[config.mk]
export PLATFORM = sky130hd
export DESIGN_NAME = peak_interval_frequency_estimator_top_flat
export DESIGN_NICKNAME = d
export VERILOG_FILES = /design/src/design/pife_pkg.sv /design/src/design/pife_sample_if.sv /design/src/design/pife_result_if.sv /design/src/design/pife_front.sv /design/src/design/pife_queue.sv /design/src/design/pife_back.sv /design/src/design/peak_interval_frequency_estimator_top.sv /design/src/flat_wrapper.sv
export SDC_FILE = /design/constraint.sdc
export NUM_CORES = 1
export LEC_CHECK = 0
export BUFFER_PORTS_ARGS = -buffer_cell sky130_fd_sc_hd__buf_4
export CAP_MARGIN = 20
export CORE_MARGIN = 2
export CORE_UTILIZATION = 57
export DETAILED_ROUTE_END_ITERATION = 10
export PLACE_DENSITY = 0.82
export SLEW_MARGIN = 20
export SYNTH_ARGS = -nofsm -noshare
export SYNTH_HDL_FRONTEND = slang
export SYNTH_HIERARCHICAL = 1
export SYNTH_SLANG_ARGS = --single-unit
[constraint.sdc]
create_clock -name clk -period 5.6 [get_ports clk]
set_input_delay 1.12 -clock clk [delete_from_list [all_inputs] [get_ports clk]]
set_output_delay 1.12 -clock clk [all_outputs]
set_load 0.1 [all_outputs]
[src/design/pife_pkg.sv]
`default_nettype none
package pife_pkg;

  localparam int MAX_SAMPLES  = 1024;
  localparam int POS_W        = $clog2(MAX_SAMPLES + 1);
  localparam int PEAK_POS_W   = $clog2(MAX_SAMPLES);

  localparam int SAMPLE_W     = 12;
  localparam int RATE_W       = 20;
  localparam int FREQ_W       = 27;
  localparam int PEAK_CNT_W   = 10;
  localparam int FRAC_W       = 8;

  localparam int PROD_W       = PEAK_CNT_W + RATE_W;
  localparam int DVD_W        = PROD_W + FRAC_W;
  localparam int STEP_W       = $clog2(DVD_W);

  localparam int QUEUE_DEPTH  = 2;
  localparam int QPTR_W       = $clog2(QUEUE_DEPTH);
  localparam int QCNT_W       = $clog2(QUEUE_DEPTH + 1);

  localparam int CFG_INDEX_W  = 2;
  localparam int CFG_DATA_W   = RATE_W;

  typedef logic [SAMPLE_W-1:0]    sample_t;
  typedef logic [RATE_W-1:0]      rate_t;
  typedef logic [FREQ_W-1:0]      freq_t;
  typedef logic [PEAK_CNT_W-1:0]  peak_cnt_t;
  typedef logic [PEAK_POS_W-1:0]  peak_pos_t;
  typedef logic [POS_W-1:0]       position_t;
  typedef logic [CFG_INDEX_W-1:0] cfg_index_t;
  typedef logic [CFG_DATA_W-1:0]  cfg_data_t;

  localparam cfg_index_t REG_PEAK_THRESHOLD = cfg_index_t'(0);
  localparam cfg_index_t REG_SAMPLE_RATE    = cfg_index_t'(1);

  localparam sample_t THRESHOLD_RESET = sample_t'(2000);
  localparam rate_t   RATE_RESET      = rate_t'(10000);

  // summary of one finished record, handed from front to back
  typedef struct packed {
    peak_cnt_t peaks;
    peak_pos_t span;
    logic      valid;
  } rec_summary_t;

endpackage
`default_nettype wire

[src/design/pife_sample_if.sv]
`default_nettype none
interface pife_sample_if import pife_pkg::*; ();
  logic    valid;
  logic    ready;
  sample_t sample;
  logic    last_sample;

  modport source (output valid, output sample, output last_sample, input ready);
  modport sink   (input valid, input sample, input last_sample, output ready);
endinterface
`default_nettype wire

[src/design/pife_result_if.sv]
`default_nettype none
interface pife_result_if import pife_pkg::*; ();
  logic      valid;
  logic      ready;
  freq_t     frequency_q8;
  peak_cnt_t peak_total;
  logic      estimate_valid;

  modport source (output valid, output frequency_q8, output peak_total,
                  output estimate_valid, input ready);
  modport sink   (input valid, input frequency_q8, input peak_total,
                  input estimate_valid, output ready);
endinterface
`default_nettype wire

[src/design/pife_front.sv]
`default_nettype none
module pife_front import pife_pkg::*; (
  input  wire logic         clk,
  input  wire logic         rst,
  input  wire sample_t      threshold,
  pife_sample_if.sink       samples,
  input  wire logic         queue_full,
  output logic              push,
  output rec_summary_t      summary
);

  sample_t   older_sample;
  sample_t   middle_sample;
  position_t sample_position;
  peak_cnt_t peaks_seen;
  peak_pos_t first_peak_position;
  peak_pos_t latest_peak_position;

  logic      accept;
  logic      in_range;
  logic      is_peak;
  peak_pos_t cand;
  position_t pos_minus_one;
  peak_cnt_t peaks_next;
  peak_pos_t first_next;
  peak_pos_t latest_next;

  assign samples.ready = !queue_full;
  assign accept        = samples.valid && samples.ready;

  assign in_range      = sample_position < position_t'(MAX_SAMPLES);
  assign pos_minus_one = sample_position - position_t'(1);
  assign cand          = pos_minus_one[PEAK_POS_W-1:0];

  // the incoming word is the right neighbour of middle_sample
  assign is_peak = in_range && (sample_position >= position_t'(2)) &&
                   (middle_sample > threshold) &&
                   (middle_sample > older_sample) &&
                   (middle_sample > samples.sample);

  assign peaks_next  = is_peak ? peaks_seen + peak_cnt_t'(1) : peaks_seen;
  assign first_next  = (is_peak && peaks_seen == '0) ? cand : first_peak_position;
  assign latest_next = is_peak ? cand : latest_peak_position;

  assign push          = accept && samples.last_sample;
  assign summary.peaks = peaks_next;
  assign summary.span  = latest_next - first_next;
  assign summary.valid = (peaks_next >= peak_cnt_t'(2)) && (latest_next > first_next);

  always_ff @(posedge clk) begin
    if (rst) begin
      older_sample         <= '0;
      middle_sample        <= '0;
      sample_position      <= '0;
      peaks_seen           <= '0;
      first_peak_position  <= '0;
      latest_peak_position <= '0;
    end else if (accept) begin
      if (samples.last_sample) begin
        // record done: clear for the next one
        older_sample         <= '0;
        middle_sample        <= '0;
        sample_position      <= '0;
        peaks_seen           <= '0;
        first_peak_position  <= '0;
        latest_peak_position <= '0;
      end else if (in_range) begin
        older_sample         <= middle_sample;
        middle_sample        <= samples.sample;
        sample_position      <= sample_position + position_t'(1);
        peaks_seen           <= peaks_next;
        first_peak_position  <= first_next;
        latest_peak_position <= latest_next;
      end
    end
  end

endmodule
`default_nettype wire

[src/design/pife_queue.sv]
`default_nettype none
module pife_queue import pife_pkg::*; (
  input  wire logic         clk,
  input  wire logic         rst,
  input  wire logic         push,
  input  wire rec_summary_t push_data,
  input  wire logic         pop,
  output rec_summary_t      head,
  output logic              full,
  output logic              empty
);

  rec_summary_t entries [QUEUE_DEPTH];
  logic [QPTR_W-1:0] wptr;
  logic [QPTR_W-1:0] rptr;
  logic [QCNT_W-1:0] count;

  assign full  = count == QCNT_W'(QUEUE_DEPTH);
  assign empty = count == '0;
  assign head  = entries[rptr];

  always_ff @(posedge clk) begin
    if (push) begin
      entries[wptr] <= push_data;
    end
  end

  always_ff @(posedge clk) begin
    if (rst) begin
      wptr  <= '0;
      rptr  <= '0;
      count <= '0;
    end else begin
      if (push) begin
        wptr <= (wptr == QPTR_W'(QUEUE_DEPTH - 1)) ? '0 : wptr + QPTR_W'(1);
      end
      if (pop) begin
        rptr <= (rptr == QPTR_W'(QUEUE_DEPTH - 1)) ? '0 : rptr + QPTR_W'(1);
      end
      case ({push, pop})
        2'b10:   count <= count + QCNT_W'(1);
        2'b01:   count <= count - QCNT_W'(1);
        default: count <= count;
      endcase
    end
  end

endmodule
`default_nettype wire

[src/design/pife_back.sv]
`default_nettype none
module pife_back import pife_pkg::*; (
  input  wire logic         clk,
  input  wire logic         rst,
  input  wire rate_t        rate_hz,
  input  wire rec_summary_t head,
  input  wire logic         queue_empty,
  output logic              pop,
  pife_result_if.source     results
);

  typedef enum logic [1:0] {
    ST_IDLE,
    ST_MUL,
    ST_DIV,
    ST_DONE
  } state_t;

  state_t               state;
  peak_cnt_t            mul_a;
  peak_pos_t            den;
  logic [PEAK_POS_W-1:0] rem;
  logic [DVD_W-1:0]     dvd;
  logic [STEP_W-1:0]    step;
  freq_t                frequency;
  peak_cnt_t            peak_total;
  logic                 estimate_valid;

  logic [PROD_W-1:0]     product;
  logic [PEAK_POS_W:0]   trial;
  logic                  ge;
  logic [PEAK_POS_W:0]   diff;
  logic [PEAK_POS_W-1:0] rem_next;
  logic [DVD_W-1:0]      dvd_next;

  assign pop     = (state == ST_IDLE) && !queue_empty;
  assign product = PROD_W'(mul_a) * PROD_W'(rate_hz);

  // one restoring divide step: quotient bits shift into dvd from the right
  assign trial    = {rem, dvd[DVD_W-1]};
  assign ge       = trial >= {1'b0, den};
  assign diff     = trial - {1'b0, den};
  assign rem_next = ge ? diff[PEAK_POS_W-1:0] : trial[PEAK_POS_W-1:0];
  assign dvd_next = {dvd[DVD_W-2:0], ge};

  assign results.valid          = state == ST_DONE;
  assign results.frequency_q8   = frequency;
  assign results.peak_total     = peak_total;
  assign results.estimate_valid = estimate_valid;

  always_ff @(posedge clk) begin
    if (rst) begin
      state          <= ST_IDLE;
      mul_a          <= '0;
      den            <= '0;
      rem            <= '0;
      dvd            <= '0;
      step           <= '0;
      frequency      <= '0;
      peak_total     <= '0;
      estimate_valid <= 1'b0;
    end else begin
      case (state)
        ST_IDLE: begin
          if (!queue_empty) begin
            peak_total     <= head.peaks;
            estimate_valid <= head.valid;
            den            <= head.span;
            mul_a          <= head.peaks - peak_cnt_t'(1);
            if (head.valid) begin
              state <= ST_MUL;
            end else begin
              frequency <= '0;
              state     <= ST_DONE;
            end
          end
        end
        ST_MUL: begin
          dvd   <= {product, FRAC_W'(0)};
          rem   <= '0;
          step  <= STEP_W'(DVD_W - 1);
          state <= ST_DIV;
        end
        ST_DIV: begin
          rem  <= rem_next;
          dvd  <= dvd_next;
          step <= step - STEP_W'(1);
          if (step == '0) begin
            frequency <= dvd_next[FREQ_W-1:0];
            state     <= ST_DONE;
          end
        end
        ST_DONE: begin
          if (results.ready) begin
            state <= ST_IDLE;
          end
        end
        default: state <= ST_IDLE;
      endcase
    end
  end

  a_invalid_gives_zero: assert property (@(posedge clk) disable iff (rst)
    results.valid && !results.estimate_valid |-> results.frequency_q8 == '0)
    else $error("invalid estimate with nonzero frequency");

  a_div_nonzero: assert property (@(posedge clk) disable iff (rst)
    state == ST_DIV |-> den != '0)
    else $error("divide by zero span");

  a_div_ends: assert property (@(posedge clk) disable iff (rst)
    state == ST_DIV && step == '0 |=> state == ST_DONE)
    else $error("divider did not finish after last step");

  a_result_holds: assert property (@(posedge clk) disable iff (rst)
    results.valid && !results.ready |=> results.valid && $stable(frequency))
    else $error("result dropped before taken");

endmodule
`default_nettype wire

[src/design/peak_interval_frequency_estimator_top.sv]
// Peak-interval frequency estimator. Takes one 12-bit sample word per cycle
// when not stalled; a sample above peak_threshold and strictly above both
// neighbours is a peak (the first and last sample of a record are never tested,
// and samples past the first 1024 of a record are ignored). The word with
// last_sample set ends the record and yields one result: frequency_q8 =
// floor((peaks-1) * rate * 256 / (last_peak - first_peak)), Hz in Q.8, with
// estimate_valid low and frequency 0 for fewer than two peaks. In the back,
// each summary goes through pop, one 10x20 multiply, 38 restoring divide
// steps and output when the estimate is valid, pop and output when not, then
// waits for results.ready. A two-entry summary queue sits between front and
// back; the input stalls on any word while both queue entries hold summaries
// waiting behind the one in the back. Write config only while idle.
`default_nettype none
module peak_interval_frequency_estimator_top import pife_pkg::*; (
  input  wire logic       clk,
  input  wire logic       rst,
  input  wire logic       cfg_we,
  input  wire cfg_index_t cfg_index,
  input  wire cfg_data_t  cfg_wdata,
  pife_sample_if.sink     samples,
  pife_result_if.source   results
);

  sample_t      peak_threshold;
  rate_t        rate_hz;
  logic         push;
  logic         pop;
  logic         queue_full;
  logic         queue_empty;
  rec_summary_t push_data;
  rec_summary_t head;

  always_ff @(posedge clk) begin
    if (rst) begin
      peak_threshold <= THRESHOLD_RESET;
      rate_hz        <= RATE_RESET;
    end else if (cfg_we) begin
      case (cfg_index)
        REG_PEAK_THRESHOLD: peak_threshold <= cfg_wdata[SAMPLE_W-1:0];
        REG_SAMPLE_RATE:    rate_hz        <= cfg_wdata[RATE_W-1:0];
        default: ;
      endcase
    end
  end

  pife_front u_front (
    .clk        (clk),
    .rst        (rst),
    .threshold  (peak_threshold),
    .samples    (samples),
    .queue_full (queue_full),
    .push       (push),
    .summary    (push_data)
  );

  pife_queue u_queue (
    .clk       (clk),
    .rst       (rst),
    .push      (push),
    .push_data (push_data),
    .pop       (pop),
    .head      (head),
    .full      (queue_full),
    .empty     (queue_empty)
  );

  pife_back u_back (
    .clk         (clk),
    .rst         (rst),
    .rate_hz     (rate_hz),
    .head        (head),
    .queue_empty (queue_empty),
    .pop         (pop),
    .results     (results)
  );

endmodule
`default_nettype wire
[src/flat_wrapper.sv]
// flat-port wrapper written by rule: the top's interface ports become plain ports
module peak_interval_frequency_estimator_top_flat import pife_pkg::*;
  (clk, rst, cfg_we, cfg_index, cfg_wdata, samples_valid, samples_sample, samples_last_sample, samples_ready, results_valid, results_frequency_q8, results_peak_total, results_estimate_valid, results_ready);
  pife_sample_if samples_i ();
  pife_result_if results_i ();
  input  wire logic clk;
  input  wire logic rst;
  input  wire logic cfg_we;
  input  wire cfg_index_t cfg_index;
  input  wire cfg_data_t cfg_wdata;
  input wire logic [$bits(samples_i.valid)-1:0] samples_valid;
  input wire logic [$bits(samples_i.sample)-1:0] samples_sample;
  input wire logic [$bits(samples_i.last_sample)-1:0] samples_last_sample;
  output wire logic [$bits(samples_i.ready)-1:0] samples_ready;
  output wire logic [$bits(results_i.valid)-1:0] results_valid;
  output wire logic [$bits(results_i.frequency_q8)-1:0] results_frequency_q8;
  output wire logic [$bits(results_i.peak_total)-1:0] results_peak_total;
  output wire logic [$bits(results_i.estimate_valid)-1:0] results_estimate_valid;
  input wire logic [$bits(results_i.ready)-1:0] results_ready;
  assign samples_i.valid = samples_valid;
  assign samples_i.sample = samples_sample;
  assign samples_i.last_sample = samples_last_sample;
  assign samples_ready = samples_i.ready;
  assign results_valid = results_i.valid;
  assign results_frequency_q8 = results_i.frequency_q8;
  assign results_peak_total = results_i.peak_total;
  assign results_estimate_valid = results_i.estimate_valid;
  assign results_i.ready = results_ready;
  peak_interval_frequency_estimator_top u_core (.clk(clk), .rst(rst), .cfg_we(cfg_we), .cfg_index(cfg_index), .cfg_wdata(cfg_wdata), .samples(samples_i), .results(results_i));
endmodule
==> summary.md <==
| Metric | Value |
|---|---|
| Clock slew at the register clock pins of the worst setup and hold paths | `roughly 0.060 ns` |
| Slowest CP cell | `fa_1` |
| Setup violators final | `0` |
| Post-Synth Simple-Gate Area | `19.3%` |
| TritonCTS clock tree | `yes` |
| Core area | `32700 sq um` |
| Crit Path Class | `register to register` |
| CTS HTree Levels | `1` |
| Overall global routing resource usage | `approximately 25%` |
| Syn avg cell area | `8.77 sq um` |
| Hold worst-path end | `u_core/u_back/results.frequency_q8[20]$_SDFFE_PP0P_` |
| Startpoint class of the critical path | `register` |
| I/O pin count | `80` |
| Net Count, Synth | `roughly 2500` |
| Sequential area share after synthesis | `29.4%` |
| Share of cells above drive strength 1 | `about an eighth` |
| Worst R2R Setup Slack | `~0.15 ns` |
| Gr ovfl total | `0` |
| Synth async-reset ratio | `0%` |
| Power Density | `around 450 nW/um^2` |
| Maximum fanout along the worst path | `11` |
| Achievable clock frequency | `183 MHz` |
| First-pass GRT wire length | `74200 microns` |
| DRC errors left | `0` |
| Commonest cells post-synth | `252 x nand2_1, 226 x inv_1, 216 x dfxtp_1, 151 x nor2_1, 144 x fa_1` |
| Initial Util | `58.2%` |
| Combinational family with the most area after synthesis | `adder cells` |
| Dpl cells | `2610` |
| Min-Delay Path Class | `register to register` |
| Worst endpoint data arrival time | `5.85 ns` |
| DIE HEIGHT | `187 microns` |
| Largest net degree at the start of global routing | `94` |
| Via count | `15100` |
| Most common cell in the synthesized netlist | `nand2_1` |
| CP required | `around 6.0 ns` |
| DP HPWL | `33000 microns` |
| Critical path's largest stage delay | `0.56 ns` |
| Stages on worst setup path | `18` |
| Leak Pwr | `9.46 nW` |
| Final Cycle Share | `97.4%` |
| Placer Congestion | `roughly 0.95` |
| Top-area cell type share of the netlist area | `22.7%` |
| CTS root buffer | `clkbuf_16` |
| Worst r2r dst | `u_core/u_back/dvd[37]$_SDFFE_PP0P_` |
| Register bit total from synthesis | `258` |
| Worst reg2reg path startpoint | `u_core/u_back/mul_a[7]$_SDFFE_PP0P_` |
| Via count of the first global-routing pass | `15300` |
| Register-to-Register Path Depth | `18` |
| Synth Instances | `between 2000 and 2500` |
| Final hold vios | `0` |
| Critical path's top delay family | `adder cells` |
| Post-synth EDFFs | `42` |
| Row count | `66` |
| Leading register cell type out of synthesis | `dfxtp_1` |
| Synth top area cells | `dfxtp_1 23%, fa_1 15%, ha_1 8.7%` |
| Buffers & Inverters on Critical Path | `4` |
| Final WL | `43800 microns` |
| Final core utilization | `about 65%` |
| RSZ-0062 raised after global routing | `yes` |
| Slew Limit Fails | `0` |
| CTS Sinks | `258` |
| Non-Filler Instances | `2663` |
| Hold_sp | `u_core/u_back/results.frequency_q8[20]$_SDFFE_PP0P_` |
| Worst Hold Path Cells | `2` |
| Routed len/inst | `16.5 microns` |
| # fillers | `2686` |
| Nets@finish | `between 2000 and 3000` |
| Synth area leader | `dfxtp_1` |
| Max VDD drop | `0.419 mV` |
| Die area | `~35000 sq um` |
| Critical path, cell by cell | `buf_4 -> and2_1 -> fa_1 -> fa_1 -> fa_1 -> fa_1 -> inv_1 -> fa_1 -> inv_1 -> ha_1 -> and4_1 -> nand2_1 -> nor2_1 -> o211ai_1 -> buf_4 -> o311ai_2 -> xnor2_1 -> o22ai_1` |
| Pre-antenna DRT Iters | `5` |
| Warnings, synthesis | `6` |
| Syn Std Cell Area | `19000 sq um` |
| CTS buffer count | `28` |
| # hold bufs at CTS | `0` |
| Adder-Cell Fraction of Synth Area | `23.8%` |
| Post-synthesis mux area share | `4.57%` |
| Status | `completed` |
| MaxCap Viol Count | `0` |
| # diodes | `0` |
| Synth Area in XOR/XNOR | `3.27%` |
| Clk Latency, worst-skew pair | `0.58 ns` |
| Clock tree buffer depth | `3` |
| Clock skew | `0.0439 ns` |
| PortBufs | `79` |
| Worst Tran Pin Value | `approximately 1.1 ns` |
| Most frequent CP cell | `fa_1` |
| Synth cell types | `71` |
| Die width | `between 150 and 200 microns` |
| Antenna Violating Nets Remaining | `0` |
| Initial antenna violation count | `0` |
| Crit end category | `register` |
| Post-route minimum period | `roughly 5.5 ns` |
| Vias per cell | `5.69` |
| Compound-Gate Fraction of Synth Area | `12.5%` |
| Rel. slew slack | `27.9%` |
| Detailed Route Iter0 Violations | `1032` |
| Area growth, synth to finish | `11.0%` |
-- power by group --
part	switching (W)	internal (W)	leakage (nW)
sequential	0.000272	0.00212	2.15
clock	0.000792	0.00105	0.442
combinational	0.00321	0.00208	6.87
-- sequential cells by signal, indices dropped and copies added (netlist names), 11 cells and up, named ones only --
signal / flops
u_core/u_back/results.frequency_q8: 27
u_core/u_front/sample_position: 11
u_core/peak_threshold: 12
u_core/u_front/older_sample: 12
u_core/rate_hz: 20
u_core/u_back/dvd: 38
u_core/u_front/middle_sample: 12
u_core/u_queue/entries: 42
-- cells in the final DEF, fill, tap and decap left out, drive strengths merged, types with 10 or more instances in the layout --
cell type  instances
nor2b             23
buf              130
nand4             23
dfxtp            216
o21ai             56
mux2i             52
clkbuf            33
mux2              31
xor2              31
a21o              30
nor3              23
nand3             51
edfxtp            42
and2             105
a21oi            124
nand2            255
fa               144
nand2b            55
xnor2             40
ha               132
nor4              15
or4               10
a22oi             47
o22ai             12
inv              228
or3               13
a211oi            23
nor2             151
a31oi             24
-- area by class of cell --
cell class                      instances  area, sq um  area share, %
Tap cell                              442          553           2.62
Inverter                              226          848           4.02
Clock inverter                         18          199          0.942
Timing Repair Buffer                  130          987           4.67
Sequential cell                       258         5610           26.5
Multi-Input combinational cell       1556        12200           57.7
Clock buffer                           33          739           3.50
-- kinds of logic after synthesis --
| logic type | Yosys count |
|---|---|
| XOR/XNOR | 71 |
| flip-flops | 258 |
| AND/OR/NAND/NOR | 752 |
| multiplexers | 83 |
| AO/OA/AOI/OAI | 374 |
| buffers and inverters | 356 |
| adder cells (fa/ha/maj) | 276 |
-- tightest hold or removal path, delay by kind of cell, from the launching register on --
| family | cells | cell delay [ns] |
|---|---|---|
| flops | 1 | 0.31 |
| compound gates | 1 | 0.05 |
| simple gates | 1 | 0.05 |
-- worst max path at each step --
stage	start	end	slack [ns]
3_5_place_dp	u_core/u_back/mul_a[4]$_SDFFE_PP0P_	u_core/u_back/dvd[37]$_SDFFE_PP0P_	-0.05
3_3_place_gp	u_core/u_back/mul_a[4]$_SDFFE_PP0P_	u_core/u_back/dvd[37]$_SDFFE_PP0P_	-0.03
4_1_cts	u_core/rate_hz[9]$_SDFFE_PP1P_	u_core/u_back/dvd[37]$_SDFFE_PP0P_	0.01
5_1_grt	u_core/u_back/mul_a[9]$_SDFFE_PP0P_	u_core/u_back/dvd[37]$_SDFFE_PP0P_	-0.06
6_report	u_core/u_back/mul_a[7]$_SDFFE_PP0P_	u_core/u_back/dvd[37]$_SDFFE_PP0P_	0.15
2_1_floorplan	u_core/u_back/mul_a[3]$_SDFFE_PP0P_	u_core/u_back/dvd[34]$_SDFFE_PP0P_	0.29
-- metrics by stage --
step	setup slack (ns)	hold WS [ns]	instance area (sq um)	setup TNS [ns]	total power, W
global placement	-0.0348	0.439	20000	-0.0348	0.00733
finish	0.145	0.454	21100	0	0.00952
CTS	0.0102	0.454	21000	0	0.00942
floorplan	0.294	0.432	19000	0	0.00627
detailed placement	-0.0498	0.446	20000	-0.0498	0.00753
global route	-0.0611	0.469	21100	-0.0611	0.0103
-- repair_timing --
action / in CTS / in global routing
endpoints found under the setup margin: 1 / 16
buffers inserted: 0 / 2
endpoints found under the hold margin: 0 / 0
pin swaps: 0 / 7
resized for setup: 5 / 36
-- layer usage --
metal / GRT usage, % / part of all wire [%]
met4: 7.45 / 2.5
met1: 32.9 / 44
met5: 0 / 0
met3: 3.14 / 5.0
met2: 43.7 / 49
Note: power is estimated with default switching activity, not from simulation.
